--- src/rtl/ffra_pkg.sv ---
// Package for the first-fit region allocator: sizes, codes, controller state
// and the command/status structs between controller and datapath.
// No dependencies.
package ffra_pkg;

    localparam int Entries   = 4096;
    localparam int AddrWidth = 32;
    localparam int IdxWidth  = $clog2(Entries);
    localparam int CntWidth  = 13;
    localparam int TotWidth  = 33;

    typedef enum logic [1:0] {
        ST_OK     = 2'd0,
        ST_NOFIT  = 2'd1,
        ST_LOST   = 2'd2,
        ST_UNUSED = 2'd3
    } status_t;

    typedef enum logic [3:0] {
        S_IDLE,
        S_RD,
        S_WAIT,
        S_EVAL,
        S_SHIFT_RD,
        S_SHIFT_WAIT,
        S_SHIFT_WR,
        S_TOT_RD,
        S_TOT_WAIT,
        S_TOT_ACC,
        S_DONE
    } state_t;

    // Controller to datapath
    typedef struct packed {
        logic latch_in;    // take a new item
        logic scan_rd;     // read entry at scan index
        logic eval;        // decide on the entry just read
        logic shift_rd;    // read the entry to move
        logic shift_wr;    // write the moved entry
        logic tot_rd;      // read entry for the total sweep
        logic tot_acc;     // add it into the total
        logic finish;      // drive the result
    } cmd_t;

    // Datapath to controller
    typedef struct packed {
        logic scan_end;    // eval: scan finished
        logic shift_go;    // eval: a shift pass is needed
        logic shift_end;   // no more entries to move
        logic tot_end;     // total sweep finished
    } sts_t;

endpackage

--- src/rtl/ffra_ctrl.sv ---
// Controller state machine of the region allocator.
// Depends on ffra_pkg.
module ffra_ctrl import ffra_pkg::*; (
    input  logic clk,
    input  logic rst_n,
    input  logic start,
    output logic busy,
    output cmd_t cmd,
    input  sts_t sts
);
    state_t state_reg, state_next;

    always_ff @(posedge clk or negedge rst_n)
    begin
        if (!rst_n)
            state_reg <= S_IDLE;
        else
            state_reg <= state_next;
    end

    // Next state
    always_comb
    begin
        state_next = state_reg;
        unique case (state_reg)
            S_IDLE:       if (start) state_next = S_RD;
            S_RD:         state_next = S_WAIT;
            S_WAIT:       state_next = S_EVAL;
            S_EVAL:
            begin
                if (sts.shift_go)      state_next = S_SHIFT_RD;
                else if (sts.scan_end) state_next = S_TOT_RD;
                else                   state_next = S_RD;
            end
            S_SHIFT_RD:   state_next = sts.shift_end ? S_TOT_RD : S_SHIFT_WAIT;
            S_SHIFT_WAIT: state_next = S_SHIFT_WR;
            S_SHIFT_WR:   state_next = S_SHIFT_RD;
            S_TOT_RD:     state_next = sts.tot_end ? S_DONE : S_TOT_WAIT;
            S_TOT_WAIT:   state_next = S_TOT_ACC;
            S_TOT_ACC:    state_next = S_TOT_RD;
            S_DONE:       state_next = S_IDLE;
            default:      state_next = S_IDLE;
        endcase
    end

    // Outputs
    always_comb
    begin
        cmd = '0;
        busy = (state_reg != S_IDLE);
        unique case (state_reg)
            S_IDLE:       cmd.latch_in = start;
            S_RD:         cmd.scan_rd = 1'b1;
            S_EVAL:       cmd.eval = 1'b1;
            S_SHIFT_RD:   cmd.shift_rd = 1'b1;
            S_SHIFT_WAIT: cmd.shift_rd = 1'b1;   // keep the source address on the RAM
            S_SHIFT_WR:   cmd.shift_wr = 1'b1;
            S_TOT_RD:     cmd.tot_rd = 1'b1;
            S_TOT_ACC:    cmd.tot_acc = 1'b1;
            S_DONE:       cmd.finish = 1'b1;
            default:      cmd = '0;
        endcase
    end

`ifndef SYNTHESIS
    a_done_then_idle: assert property (@(posedge clk) disable iff (!rst_n)
        state_reg == S_DONE |=> state_reg == S_IDLE) else $error("done not followed by idle");
    a_start_leaves_idle: assert property (@(posedge clk) disable iff (!rst_n)
        state_reg == S_IDLE && start |=> state_reg == S_RD) else $error("start not taken");
    a_wr_after_wait: assert property (@(posedge clk) disable iff (!rst_n)
        state_reg == S_SHIFT_WR |-> $past(state_reg) == S_SHIFT_WAIT) else $error("bad shift order");
`endif
endmodule

--- config.mk ---
export PLATFORM = sky130hd
export DESIGN_NAME = ffra_ctrl
export DESIGN_NICKNAME = d
export VERILOG_FILES = /design/src/rtl/ffra_pkg.sv /design/src/rtl/ffra_ctrl.sv
export SDC_FILE = /design/constraint.sdc
export NUM_CORES = 1
export LEC_CHECK = 0
export BUFFER_PORTS_ARGS = -buffer_cell sky130_fd_sc_hd__buf_2
export CAP_MARGIN = 20
export CORE_AREA = 5 5 42 44
export CTS_BUF_LIST = sky130_fd_sc_hd__clkbuf_2 sky130_fd_sc_hd__clkbuf_4 sky130_fd_sc_hd__clkbuf_8
export DETAILED_ROUTE_END_ITERATION = 8
export DIE_AREA = 0 0 47 49
export PLACE_DENSITY = 0.45
export SLEW_MARGIN = 20
export SYNTH_ARGS = -nofsm -noshare
export SYNTH_HDL_FRONTEND = slang
export SYNTH_SLANG_ARGS = --single-unit
--- constraint.sdc ---
create_clock -name clk -period 3.4 [get_ports clk]
set_input_delay 0.51 -clock clk [delete_from_list [all_inputs] [get_ports clk]]
set_output_delay 0.51 -clock clk [all_outputs]
set_load 0.005 [all_outputs]
Yosys cells after proc, flatten, opt, wreduce, memory -nomap -nowiden
Cells that the tools add are included.

Bits in registers: 4. Output and inout port bits: 9. Word-level logic and storage cells: 29.

Equal/unequal tests: 11. Multiplexer cells: 14. Reduce and logical (&&, ||, !) cells: 3.

Operator list (number): $pmux 4 s10 (1); $eq 4x3->1 const B (4); $eq 4x4->1 const B (3); $eq 4x2->1 const B (2); $mux 1 (8); $mux 3 (2); $eq 4x1->1 const B (1); $logic_not 4->1 (1); $mux 2 (2); $mux 4 (1); $reduce_bool 4->1 (1); $ne 2x2->1 const B (1); $reduce_or 2->1 (1).

Logic depth before layout (Yosys ltp)
Gate-level depths: netlist of run 1.

Depth after elaboration: 3. Gate-level depth with buffers: 5.

Worst setup path after synthesis of run 1
No wires, ideal clock.

Kind: reg-to-output. From: register state_reg[0]. To: output port cmd[7] (netlist name). Arrival: 1.148 ns. Slack: 1.742 ns. Cell stages (with the launch flop): 4. Cells stage by stage: dfrtp_1 > buf_6 > or4_4 > nor2_1.

RTL lines: start: declaration (line ffra_ctrl.sv:11) `state_t state_reg, state_next;`; start signal: assignment (line ffra_ctrl.sv:18) `state_reg <= state_next;`; end: declaration (line ffra_ctrl.sv:8) `output cmd_t cmd,`.

==> out/qor.yml, run 1 <==
postCtsResizedCells: 0
hp-class: "primary input to async pin"
critPathLaunchType: "register"
htreeDepth: 1
dpl_cell_area_um2: 394
postLayoutCoreUtil_pct: 29.7
synth_seq_cells: 4
period_needed_ps: 2000
rows: 14
pwr-share-clk_pct: 15.4
p_sw_share_pct: 44.5
hold_slack_ps: 76.4
drt_iter0_drc: 6
setup_viol: 0
endpoint_kind: "output port"
synth_cell_type_count: 20
synth-compound-area-share_pct: 23.0
fmax_ghz: 0.499
r2r_start: "state_reg[1]$_DFFE_PN0P_"
vias: 348
drtPass1Iterations: 4
diodes: 0
intPower_uw: 200
cp_data_arrival_time_ps: 1490
die_height_um: 49
fin_crit_sh_pct: 58.9
cts_made_buffers: 3
synth_nets: 50
hpwl_um: 632
seqPwrFrac_pct: 33.4
mostFrequentLayoutCell: "buf_2"
final_area_um2: 417
cts_sinks: 4
layout.nets: 67
synth-adder-area-share_pct: 0
die_area_um2: 2300
muxShareOfSynthArea_pct: 0
status: "completed"
synth_cells: 43
grt_pass1_vias: 343
layout_common_cells: "buf_2, nor2_1, nand2b_1, o21ai_0, dfrtp_1"
place_congestion: 0.820
yosys_warnings: 0
reg2reg_depth: 3
avgRoutedWirePerCell_um: 11.1
p_leak_nw: 0.210
worst_pin_slew_ps: 333
groute.usage.overall_pct: 8.33
syn_area_um2: 320
grt_pass1_wl_um: 1440
avgViaCountPerCell: 4.70
area.sequential_um2: 100
required_ps: 2890
synth_top_family_by_area: "simple AND/OR/NAND/NOR gates"
ios: 16
maxSlewHeadroom_pct: 77.8
reg2reg_to: "state_reg[1]$_DFFE_PN0P_"
initial_utilization_pct: 22.9
power_density_nw_per_um2: 863
globalRouteOverflowTotal: 0
die_x_um: 47
max_cap_violations: 0
worst-path-max-fanout: 12
fill_cells: 164
p_switching_uw: 160
cts_setup_buffers: 0
holdBufCountCts: 0
rsz0062_at_grt: "false"
grt_antenna_before_repair: 0
drive_above_1_share_pct: 36.2
combPwrFrac_pct: 51.2
largest_reg_flops: 4
startpoint: "state_reg[1]$_DFFE_PN0P_"
coreArea_um2: 1400
fin_tns_setup_ps: 0
drc: 0
portBuffers: 15
cts_tree: "done"
clock_skew_ps: 3.33
wl_um: 818
multi_input_area_um2: 188
reg2reg_slack_ps: 2040
clk_pin_slew_worst_paths_ps: 40
root_buffer: "clkbuf_4"
slew_violations: 0
clk_latency_ps: 230
syn_area_per_cell_um2: 7.45
synthSimpleGateAreaFrac_pct: 35.5
hold_viol: 0
crit_type: "register to output port"
cts_buffer_depth: 2
ys_seq_area_share_pct: 31.3
peakVddDrop_v: 0.000276
grt_max_degree: 13
synth_xor_area_share_pct: 0
syn_to_final_growth_pct: 30.1
ant_nets: 0
==> power by group through the flow <==
stage	clock network [mW]	registers, mW	logic (mW)
after CTS	0.0579	0.119	0.187
after global routing	0.0625	0.128	0.211
after floorplan	0	0.0825	0.172
after global placement	0	0.120	0.189
after detailed placement	0	0.120	0.185
final	0.0553	0.120	0.184
==> area by class of cell <==
class | instances | area share (%)
multi-input cells | 33 | 45.0
flip-flops and latches | 4 | 24.0
repair buffers | 15 | 18.0
clock buffers | 3 | 5.41
well taps | 16 | 4.80
inverters | 3 | 2.70
==> synth_stat cells <==
master | number | area share [%]
nor3b_1 | 1 | 2.3
or2b_1 | 1 | 2.3
o21ai_2 | 1 | 2.7
nand2_1 | 3 | 3.5
inv_1 | 3 | 3.5
buf_2 | 2 | 3.1
buf_6 | 1 | 3.5
a32o_1 | 1 | 3.1
or4_4 | 1 | 3.5
a31oi_1 | 1 | 2.0
a32oi_1 | 1 | 2.7
a21oi_1 | 1 | 1.6
o31ai_1 | 1 | 2.3
dfrtp_1 | 4 | 31
nor3_1 | 3 | 4.7
o211ai_1 | 1 | 2.3
nor2_1 | 8 | 9.4
or2_2 | 1 | 2.0
nand2b_1 | 4 | 7.8
o21ai_0 | 4 | 6.3
==> worst max path at each step <==
stage	to	slack, ps	cells past startpoint
6_report	cmd[7]	1400	3
5_1_grt	cmd[7]	1320	3
4_1_cts	cmd[7]	1390	3
3_5_place_dp	cmd[7]	1640	3
3_3_place_gp	cmd[7]	1660	3
2_1_floorplan	cmd[7]	1740	3
==> per-stage QoR <==
| step | worst slack [ps] | cells | power, mW |
|---|---|---|---|
| 4_1_cts | 1390 | 74 | 0.363 |
| 3_5_place_dp | 1640 | 71 | 0.305 |
| 5_1_grt | 1320 | 74 | 0.401 |
| 2_1_floorplan | 1740 | 43 | 0.255 |
| 6_report | 1400 | 74 | 0.359 |
| 3_3_place_gp | 1660 | 71 | 0.309 |
==> worst max-delay path, stage by stage, from the launching register on <==
cell,delay (ps)
dfrtp_1,490
or4_4,570
nor2_1,90
buf_2,110
==> routing by layer <==
metal / vias to the layer above / routed length [µm] / global-route usage (%)
li1: 180 / - / -
met1: 158 / 401 / 12.2
met2: 10 / 383 / 11.5
met3: 0 / 34 / 1.11
met4: 0 / 0 / 4.15
met5: - / 0 / 0
==> cells by family (layout without fill, tap and decap cells) <==
logic type	Yosys count	count (layout)
compound gates	11	11
simple gates	22	22
buf+inv	6	21
flops	4	4
No activity file was read; power rests on OpenSTA's default activity.
==> inputs of run 2 (changes only) <==
- clock period: 3.4 -> 2 ns (I/O delays scaled with it)
==> run 2 against run 1 <==
Effect of this change:
- design area is 2.4% higher
- final cell count is 1.4% higher
- global-route usage is 0.35 points higher
- flip-flop and latch count stayed put
- clock power is 75% higher
- first-iteration DRC count stayed put
- worst setup slack worse by 1200 ps
- power is 70% higher
- largest power group unchanged
==> out/qor.yml, run 2 (synthesis gave the netlist of run 1 again) <==
p_switching_uw: 272  # +70%
status: "completed"
worstPathCellList: "or4_4 > nor2_1 > buf_2"
coreArea_um2: 1400  # unchanged
crit_slowest_cell: "or4_4"
place_inst: 71  # unchanged
drtPass1Iterations: 4  # unchanged
place_ws_ps: 454  # -1190 ps
hold_slack_ps: 396  # +320 ps
wl_um: 812  # -0.73%
cp_data_arrival_time_ps: 1480  # about the same
portBuffers: 15  # unchanged
crit_type: "register to output port"
layoutNonFillerInstCount: 75  # +1.4%
fin_tns_setup_ps: 0  # unchanged
setup_viol: 0  # unchanged
vias: 342  # -1.7%
avgViaCountPerCell: 4.56  # -3.0%
largest_reg_flops: 4  # unchanged
area.sequential_um2: 100  # unchanged
multi_input_area_um2: 188  # unchanged
p_sw_share_pct: 44.4  # -0.078 points
clock_skew_ps: 2.42  # -0.907 ps
root_buffer: "clkbuf_4"
die_height_um: 49  # unchanged
seqPwrFrac_pct: 33.0  # -0.4 points
maxSlewHeadroom_pct: 79.1  # +1.3 points
hpwl_um: 622  # -1.6%
ant_nets: 0  # unchanged
fin_ws_ps: 215  # -1180 ps
worst_pin_slew_ps: 314  # -19.7 ps
ios: 16  # unchanged
period_needed_ps: 1780
required_ps: 1700  # -1190 ps
max_cap_violations: 0  # unchanged
critPathMaxStageDelay_ps: 570  # about the same
worst-path-max-fanout: 12  # unchanged
rows: 14  # unchanged
grt_max_degree: 13  # unchanged
cts_buffer_depth: 2  # unchanged
globalRouteOverflowTotal: 0  # unchanged
clk_pin_slew_worst_paths_ps: 40  # about the same
combPwrFrac_pct: 51.2  # about the same
initial_utilization_pct: 22.9  # unchanged
syn_to_final_growth_pct: 33.2
rsz0062_at_grt: "false"
die_x_um: 47  # unchanged
p_leak_nw: 0.214  # +2.0%
critPathLaunchType: "register"
fmax_ghz: 0.560
fin_crit_sh_pct: 89.2
fill_cells: 161  # -1.8%
htreeDepth: 1  # unchanged
clk_latency_ps: 230  # about the same
place_congestion: 0.821  # +0.13%
cts_sinks: 4  # unchanged
drc: 0  # unchanged
die_area_um2: 2300  # unchanged
postCtsResizedCells: 0  # unchanged
grt_antenna_before_repair: 0  # unchanged
cts_made_buffers: 3  # unchanged
hold_viol: 0  # unchanged
drive_above_1_share_pct: 35.6  # -0.61 points
peakVddDrop_v: 0.000529  # +92%
hp-class: "primary input to async pin"
pwr-share-clk_pct: 15.8  # +0.4 points
mostFrequentLayoutCell: "buf_2"
groute.usage.overall_pct: 8.69  # +0.35 points
cts_tree: "done"
grt_pass1_wl_um: 1440  # unchanged
power_density_nw_per_um2: 1440  # +66%
grt_pass1_vias: 336  # -2.0%
layout_common_cells: "buf_2, nor2_1, nand2b_1, o21ai_0, dfrtp_1"
intPower_uw: 341  # +71%
postLayoutCoreUtil_pct: 30.4  # +0.71 points
endpoint_kind: "output port"
total_power_uw: 613  # +70%
layout.nets: 68  # +1.5%
diodes: 0  # unchanged
slew_violations: 0  # unchanged
final_area_um2: 427  # +2.4%
avgRoutedWirePerCell_um: 10.8  # -2.1%
drt_iter0_drc: 6  # unchanged
dpl_cell_area_um2: 394  # unchanged
## run 2: layer usage
metal	vias up	GRT usage (%)	routed length, µm
met2	12	11.5	364
met1	150	11.8	394
met3	0	1.48	53
met5	-	0	0
li1	180	-	-
met4	0	6.91	0
## run 2: worst paths after layout
kind / startpoint / to / slack [ps] / cells after the start
min in group clk: start / state_reg[1]$_DFFE_PN0P_ / 400 / 3
min: rst_n / state_reg[0]$_DFFE_PN0P_ / 400 / 2
max: state_reg[1]$_DFFE_PN0P_ / cmd[7] / 220 / 3
max in group asynchronous: rst_n / state_reg[2]$_DFFE_PN0P_ / 1490 / 2
max reg2reg: state_reg[1]$_DFFE_PN0P_ / state_reg[1]$_DFFE_PN0P_ / 650 / 3
min reg2reg: state_reg[0]$_DFFE_PN0P_ / state_reg[0]$_DFFE_PN0P_ / 650 / 1
## run 2: repair_timing
item / 4_1_cts / 5_1_grt
buffers inserted: 0 / 0
hold buffers: 1 / 0
hold endpoints to repair: 4 / 0
## run 2: power by group through the flow
stage / registers (mW) / logic [mW] / clock network, mW
final: 0.202 / 0.314 / 0.0970
after global routing: 0.213 / 0.359 / 0.118
after CTS: 0.200 / 0.317 / 0.101
after detailed placement: 0.201 / 0.312 / 0
after global placement: 0.204 / 0.321 / 0
after floorplan: 0.140 / 0.293 / 0
## run 2: critical path: cells and delay by family, from the launching register on
kind,cells,cell delay (ps)
AND/OR/NAND/NOR,2,660
flip-flops,1,480
buffers and inverters,1,110
## run 2: cell type report
type                    instances  share of cell area, %
repair buffers                 16                   19.9
flip-flops and latches          4                   23.5
clock buffers                   3                   5.28
inverters                       3                   2.64
multi-input cells              33                   44.0
well taps                      16                   4.69
